### src/sv/pcc_pkg.sv
// shared constants, state encoding and control structs for the corridor checker
package pcc_pkg;

  localparam int MaxWaypoints = 64;
  localparam int IdxW         = $clog2(MaxWaypoints);

  typedef logic [IdxW-1:0] idx_t;

  localparam logic [33:0] DistMax  = 34'h3_ffff_ffff;
  localparam logic [34:0] JitterSq = 35'd2304;

  // func codes of an input transaction
  localparam logic [1:0] FuncLoad    = 2'd0;
  localparam logic [1:0] FuncTouch   = 2'd1;
  localparam logic [1:0] FuncSession = 2'd2;
  localparam logic [1:0] FuncSpare   = 2'd3;

  // configuration register indexes
  localparam logic [1:0] CfgTolerance = 2'd0;
  localparam logic [1:0] CfgCount     = 2'd1;

  typedef enum logic [14:0] {
    StIdle = 15'h0001,
    StJmul = 15'h0002,
    StJchk = 15'h0004,
    StLd1  = 15'h0008,
    StLd2  = 15'h0010,
    StDiff = 15'h0020,
    StMul  = 15'h0040,
    StSum  = 15'h0080,
    StTsel = 15'h0100,
    StDiv  = 15'h0200,
    StProj = 15'h0400,
    StQpt  = 15'h0800,
    StEmul = 15'h1000,
    StAcc  = 15'h2000,
    StFin  = 15'h4000
  } state_e;

  // datapath commands, one per controller step
  typedef struct packed {
    logic idle;
    logic jmul;
    logic jchk;
    logic ld1;
    logic ld2;
    logic diff;
    logic mul;
    logic sum;
    logic tsel;
    logic div;
    logic proj;
    logic qpt;
    logic emul;
    logic acc;
    logic fin;
  } cmd_t;

  // datapath status back to the controller
  typedef struct packed {
    logic touch_acc;
    logic jitter;
    logic few;
    logic need_div;
    logic div_last;
    logic last_seg;
  } sts_t;

endpackage

### src/sv/pcc_ctrl.sv
// sequencer for the jitter check and the per-segment distance walk
module pcc_ctrl (
  input  logic          clk_i,
  input  logic          rst_ni,
  input  pcc_pkg::sts_t sts_i,
  output pcc_pkg::cmd_t cmd_o
);

  pcc_pkg::state_e state_q, state_d;

  // next state
  always_comb begin
    state_d = state_q;
    case (state_q)
      pcc_pkg::StIdle: if (sts_i.touch_acc) state_d = pcc_pkg::StJmul;
      pcc_pkg::StJmul: state_d = pcc_pkg::StJchk;
      pcc_pkg::StJchk: begin
        if (sts_i.jitter) state_d = pcc_pkg::StIdle;
        else if (sts_i.few) state_d = pcc_pkg::StFin;
        else state_d = pcc_pkg::StLd1;
      end
      pcc_pkg::StLd1:  state_d = pcc_pkg::StLd2;
      pcc_pkg::StLd2:  state_d = pcc_pkg::StDiff;
      pcc_pkg::StDiff: state_d = pcc_pkg::StMul;
      pcc_pkg::StMul:  state_d = pcc_pkg::StSum;
      pcc_pkg::StSum:  state_d = pcc_pkg::StTsel;
      pcc_pkg::StTsel: state_d = sts_i.need_div ? pcc_pkg::StDiv : pcc_pkg::StProj;
      pcc_pkg::StDiv:  if (sts_i.div_last) state_d = pcc_pkg::StProj;
      pcc_pkg::StProj: state_d = pcc_pkg::StQpt;
      pcc_pkg::StQpt:  state_d = pcc_pkg::StEmul;
      pcc_pkg::StEmul: state_d = pcc_pkg::StAcc;
      pcc_pkg::StAcc:  state_d = sts_i.last_seg ? pcc_pkg::StFin : pcc_pkg::StLd2;
      pcc_pkg::StFin:  state_d = pcc_pkg::StIdle;
      default:         state_d = pcc_pkg::StIdle;
    endcase
  end

  always_ff @(posedge clk_i or negedge rst_ni) begin
    if (!rst_ni) begin
      state_q <= pcc_pkg::StIdle;
    end else begin
      state_q <= state_d;
    end
  end

  // command decode
  always_comb begin
    cmd_o      = '0;
    cmd_o.idle = (state_q == pcc_pkg::StIdle);
    cmd_o.jmul = (state_q == pcc_pkg::StJmul);
    cmd_o.jchk = (state_q == pcc_pkg::StJchk);
    cmd_o.ld1  = (state_q == pcc_pkg::StLd1);
    cmd_o.ld2  = (state_q == pcc_pkg::StLd2);
    cmd_o.diff = (state_q == pcc_pkg::StDiff);
    cmd_o.mul  = (state_q == pcc_pkg::StMul);
    cmd_o.sum  = (state_q == pcc_pkg::StSum);
    cmd_o.tsel = (state_q == pcc_pkg::StTsel);
    cmd_o.div  = (state_q == pcc_pkg::StDiv);
    cmd_o.proj = (state_q == pcc_pkg::StProj);
    cmd_o.qpt  = (state_q == pcc_pkg::StQpt);
    cmd_o.emul = (state_q == pcc_pkg::StEmul);
    cmd_o.acc  = (state_q == pcc_pkg::StAcc);
    cmd_o.fin  = (state_q == pcc_pkg::StFin);
  end

endmodule

### config.mk
export PLATFORM = sky130hd
export DESIGN_NAME = pcc_ctrl
export DESIGN_NICKNAME = d
export VERILOG_FILES = /design/src/sv/pcc_pkg.sv /design/src/sv/pcc_ctrl.sv
export SDC_FILE = /design/constraint.sdc
export NUM_CORES = 1
export LEC_CHECK = 0
export BUFFER_PORTS_ARGS = -buffer_cell sky130_fd_sc_hd__buf_2
export CAP_MARGIN = 20
export CORE_ASPECT_RATIO = 1.75
export CORE_UTILIZATION = 35
export CTS_CLUSTER_DIAMETER = 40
export DETAILED_ROUTE_END_ITERATION = 8
export PLACE_DENSITY_LB_ADDON = 0.12
export SETUP_SLACK_MARGIN = 0.2
export SLEW_MARGIN = 0
export SYNTH_ARGS = -nofsm -noshare
export SYNTH_HDL_FRONTEND = slang
export SYNTH_SLANG_ARGS = --single-unit
### constraint.sdc
create_clock -name clk_i -period 3.8 [get_ports clk_i]
set_input_delay 0.38 -clock clk_i [delete_from_list [all_inputs] [get_ports clk_i]]
set_output_delay 0.38 -clock clk_i [all_outputs]
set_load 0.005 [all_outputs]
==> results.cfg, run 1 <==
[timing]
finalSetupViolCount = 0
finalHoldViolCount = 0
slew_headroom = 0.6297
rsz0062_at_grt = false
final.period_utilization = 0.6607
fin_ws_ns = 1.289
finClkSkew_ns = 0.004330
drv_slew = 0
min_period_ns = 2.511
setup_tns_ns = 0
worst_pin_slew_ns = 0.5513
max_freq_mhz = 398.3

[place]
portBuffers = 22
place_area_um2 = 1194
gp_congestion = 0.7823
dp.cells = 174
hpwlAfterDp_mm = 1.962
dp_slack_ns = 1.558

[logic_synthesis]
yosysUniqueCellTypes = 40
syn_nets = 129
ys_seq_area_frac = 0.3440
synth_enable_flop_cells = 0
yosys-top-cells-count = nor2_1, dfrtp_1, and3_1, nor3_1
yosys_most_used_dff = dfrtp_1
async_reset_ff_frac = 1.000
syn_avg_cell_area_um2 = 9.048
synthesis.area_um2 = 1095
yosysMostFrequentCell = nor2_1
synth_top_cell_by_area = dfrtp_1
ys_warn_count = 0
synth_seq_cells = 15
syn_inst = 121
synth_top_area_frac = 0.3200
ys_top_cells_by_area = dfrtp_1, nor2_1, nor4b_1, nor3b_1, and3_1

[clocking]
cts_buffers = 3
postCtsHoldBufs = 0
max-clock-path-buffers = 2
cts_tree = done
cts_sinks = 15
cts.repair.resized = 0
post_cts_buffers = 0
cts.clk_slew.worst_paths_ns = 0.06
clock_latency_ns = 0.25
cts_max_level = 1
cts-root-buf = clkbuf_8

[setup_path]
r2r-end = state_q[14]
cp.arrival_ns = 2.13
crit_fanout = 9
r2r_cells = 4
timing.critical_path.from_type = flop
rr_startpoint = state_q[8]
crit_path_end_kind = primary output
worstSetupPathType = flop to primary output
rrSetupSlack_ns = 1.95
required_ns = 3.42

[floorplanning]
core_region_area_um2 = 2960
start_util = 0.3698
io_pins = 23
rows = 26
dieArea_um2 = 3364
die_w_um = 44.28
die_h_um = 75.99

[min_path]
hold_path.class = primary input to asynchronous set/reset pin

[drt]
routedWlPerCell_um = 14.62
drt-total-wl_mm = 2.603
drtIter0Drc = 27
antenna_left = 0
drc_errors = 0
via_count = 973
drtPass1Iterations = 4
avgViaCountPerCell = 5.466

[layout]
largest_reg_flops = 15
multiInputGateArea_um2 = 643.1
num_antenna_cells = 0
biggestRegsByFlops = state_q (15)
area_delta_synth_final_pct = 13.14
drive_gt1_frac = 0.2647
fin_area_um2 = 1239
fin_nets = 145
seq_area_um2 = 376.6
fillers = 319
regMostFlops = state_q
final_cells = 178

[global_routing]
overflow = 0
grt_pass1_wl_mm = 4.340
grt_max_degree = 16
track_usage = 0.1712
antenna_found_initial = 0
grt_pass1_vias = 934

[run]
maxCapViolations = 0

[power]
power_uw = 527.6
power_density_nw_per_um2 = 425.9
vdd_drop_max_v = 0.0002743
leakagePower_nw = 0.6186

[outcome]
status = finished clean
[cells by family (layout without fill, tap and decap cells)]
| family | after synthesis | count (layout) | synth area share |
|---|---|---|---|
| DFF | 15 | 15 | 0.3440 |
| muxes | 1 | 1 | 0.009143 |
| buffers and inverters | 14 | 29 | 0.06857 |
| and+or+nand+nor | 74 | 74 | 0.4651 |
| AOI/OAI and AO/OA | 13 | 13 | 0.08115 |
| xor gates and xnor gates | 4 | 4 | 0.03200 |
[how the worst max path moves through the flow]
stage / to / slack (ns) / startpoint / cells after the start
after floorplan: cmd_o[6] / 1.89 / state_q[12] / 5
after global placement: cmd_o[1] / 1.56 / state_q[8] / 5
after detailed placement: cmd_o[1] / 1.56 / state_q[8] / 5
after CTS: cmd_o[1] / 1.26 / state_q[8] / 5
after global routing: cmd_o[2] / 1.09 / state_q[8] / 5
final: cmd_o[1] / 1.29 / state_q[8] / 5
[cell usage in the layout (no fill, tap or decap), drive strengths merged, types with 3 or more instances in the layout]
cell and count:
nor4 4, clkbuf 4, buf 22, inv 3, xor2 4, nor3 9
nand3 4, nor3b 7, nor2 19, and4 4, nor4b 7, nand2 6
and3 7, dfrtp 14
[where the power goes]
| part | internal (mW) | switching, mW |
|---|---|---|
| clock | 0.0744 | 0.0564 |
| sequential | 0.177 | 0.0395 |
| combinational | 0.0831 | 0.0970 |
[critical path: stages, from the launching register on]
cell and delay (ns):
dfrtp_1 0.49, nor4_4 0.59, nand2_1 0.20, nor3_2 0.30
and3_1 0.19, buf_2 0.11
[stage by stage]
step	hold WS, ns	utilization
6_report	0.03032	0.4184
5_1_grt	0.05052	0.4184
4_1_cts	0.04335	0.4184
3_5_place_dp	0.3188	0.4032
3_3_place_gp	0.3135	0.4032
2_1_floorplan	0.08441	-
[per-layer routing]
layer  up-vias  GRT usage  routed length [um]
met3         7    0.02133                  56
li1        477          -                   -
met4         0     0.1000                  76
met1       468     0.1900                1013
met2        21     0.2941                1456
met5         -          0                   0
[layout make-up]
class / instances / area share
multi-input combinational: 92 / 0.5192
sequential: 15 / 0.3040
timing repair buffer: 22 / 0.08889
tap: 42 / 0.04242
clock buffer: 4 / 0.03636
inverter: 3 / 0.009091
(Power assumes the default switching activity.)
==> run 2, diff against run 1 <==
==> constraint.sdc (replaced) <==
create_clock -name clk_i -period 2.35 [get_ports clk_i]
set_input_delay 0.235 -clock clk_i [delete_from_list [all_inputs] [get_ports clk_i]]
set_output_delay 0.235 -clock clk_i [all_outputs]
set_load 0.005 [all_outputs]
==> results.cfg, run 2 (same netlist as run 1, synthesis figures left out) <==
[global_routing]
grt_pass1_wl_mm = 4.588
antenna_found_initial = 0
grt_pass1_vias = 985
grt_max_degree = 16
overflow = 0
track_usage = 0.1803

[layout]
area_delta_synth_final_pct = 23.66
biggestRegsByFlops = state_q (15)
final_cells = 189
drive_gt1_frac = 0.3605
num_antenna_cells = 0
final_common_cell = buf_2
fin_area_um2 = 1354
fillers = 308
fin_nets = 156
largest_reg_flops = 15
regMostFlops = state_q
seq_area_um2 = 380.4
most-common-layout-cells = buf_2, nor2_1, dfrtp_1, buf_4
multiInputGateArea_um2 = 669.4

[power]
power_frac_seq = 0.353
power_switching_uw = 337.0
leakagePower_nw = 0.6679
p_sw_frac = 0.3678
power_density_nw_per_um2 = 676.8
intPower_uw = 579.2
vdd_drop_max_v = 0.0004201
pwr-share-clk = 0.229
combPwrFrac = 0.419

[timing]
finClkSkew_ns = 0.001671
max_freq_mhz = 475.2
worst_pin_slew_ns = 0.5011
finalSetupViolCount = 0
min_period_ns = 2.105
setup_tns_ns = 0
drv_slew = 0
final.period_utilization = 0.8955
slew_headroom = 0.6632
rsz0062_at_grt = true
finalHoldViolCount = 0
holdWs_ns = 0.1527

[clocking]
max-clock-path-buffers = 2
cts_sinks = 15
cts_max_level = 1
cts_buffers = 3
clock_latency_ns = 0.24
cts_tree = done
cts-root-buf = clkbuf_8
cts.clk_slew.worst_paths_ns = 0.06

[drt]
antenna_left = 0
drtIter0Drc = 35
drtPass1Iterations = 4
avgViaCountPerCell = 5.312
via_count = 1004
drt-total-wl_mm = 2.832
routedWlPerCell_um = 14.98
drc_errors = 0

[setup_path]
worstSetupPathType = flop to primary output
cp.arrival_ns = 1.87
crit_path_end_kind = primary output
required_ns = 2.12
crit_fanout = 8
timing.critical_path.from_type = flop

[run]
maxCapViolations = 0

[place]
gp_congestion = 0.7379
dp.cells = 178
portBuffers = 22
hpwlAfterDp_mm = 2.081
place_area_um2 = 1224

[floorplanning]
core_region_area_um2 = 2960
die_h_um = 75.99
start_util = 0.3698
io_pins = 23
dieArea_um2 = 3364
rows = 26
die_w_um = 44.28

[min_path]
hold_path.class = primary input to flop

[outcome]
status = finished clean
==> run 2: cell count changes in the layout (fill, tap and decap cells not counted), sizes merged <==
cell         before  now
buf              22   32
dlygate4sd3       0    1
==> run 2: power groups by stage <==
stage | Clock [mW] | Sequential (mW) | Combinational (mW)
final | 0.209 | 0.323 | 0.384
after global routing | 0.226 | 0.327 | 0.420
after CTS | 0.217 | 0.321 | 0.364
after detailed placement | 0 | 0.326 | 0.343
after global placement | 0 | 0.325 | 0.334
after floorplan | 0 | 0.299 | 0.270
==> run 2: metal layers <==
| layer | global-route usage | part of all wire |
|---|---|---|
| met3 | 0.01659 | 0.019 |
| met2 | 0.3176 | 0.56 |
| met5 | 0 | 0 |
| met1 | 0.2106 | 0.40 |
| met4 | 0.07576 | 0.017 |
==> run 2: final cells by class <==
type                       instances  area share
multi-input combinational         92      0.4945
timing repair buffer              33      0.1442
sequential                        15      0.2810
clock buffer                       4     0.03327
inverter                           3    0.008318
tap                               42     0.03882
==> run 2: worst paths after layout <==
| kind | start | endpoint | slack (ns) | depth (start not counted) |
|---|---|---|---|---|
| min | sts_i[3] | state_q[3] | 0.15 | 2 |
| min in group asynchronous | rst_ni | state_q[5] | 0.43 | 2 |
| max reg2reg | state_q[8] | state_q[14] | 0.68 | 6 |
| max in group asynchronous | rst_ni | state_q[0] | 1.61 | 2 |
| min reg2reg | state_q[2] | state_q[2] | 0.64 | 2 |
| max | state_q[13] | cmd_o[9] | 0.25 | 5 |
==> run 2: worst max-delay path, stage by stage (launching register included) <==
cell	delay, ns
dfrtp_2	0.45
or3_4	0.41
nor3_4	0.28
nand3_2	0.17
nor3b_2	0.18
buf_2	0.13
==> run 2: stage by stage <==
stage	power (mW)	worst slack, ns	utilization
5_1_grt	0.9737	0.1585	0.4573
4_1_cts	0.9019	0.1856	0.4421
3_3_place_gp	0.6593	0.4017	0.4134
2_1_floorplan	0.5692	0.5894	-
3_5_place_dp	0.6683	0.3464	0.4134
6_report	0.9163	0.2455	0.4573
==> run 2: what timing repair did <==
item	in CTS	in global routing
hold buffers	1	0
gates resized for setup	0	8
hold endpoints to repair	14	0
pin swaps	2	5
endpoints found under the setup margin	8	10
setup buffers	4	2
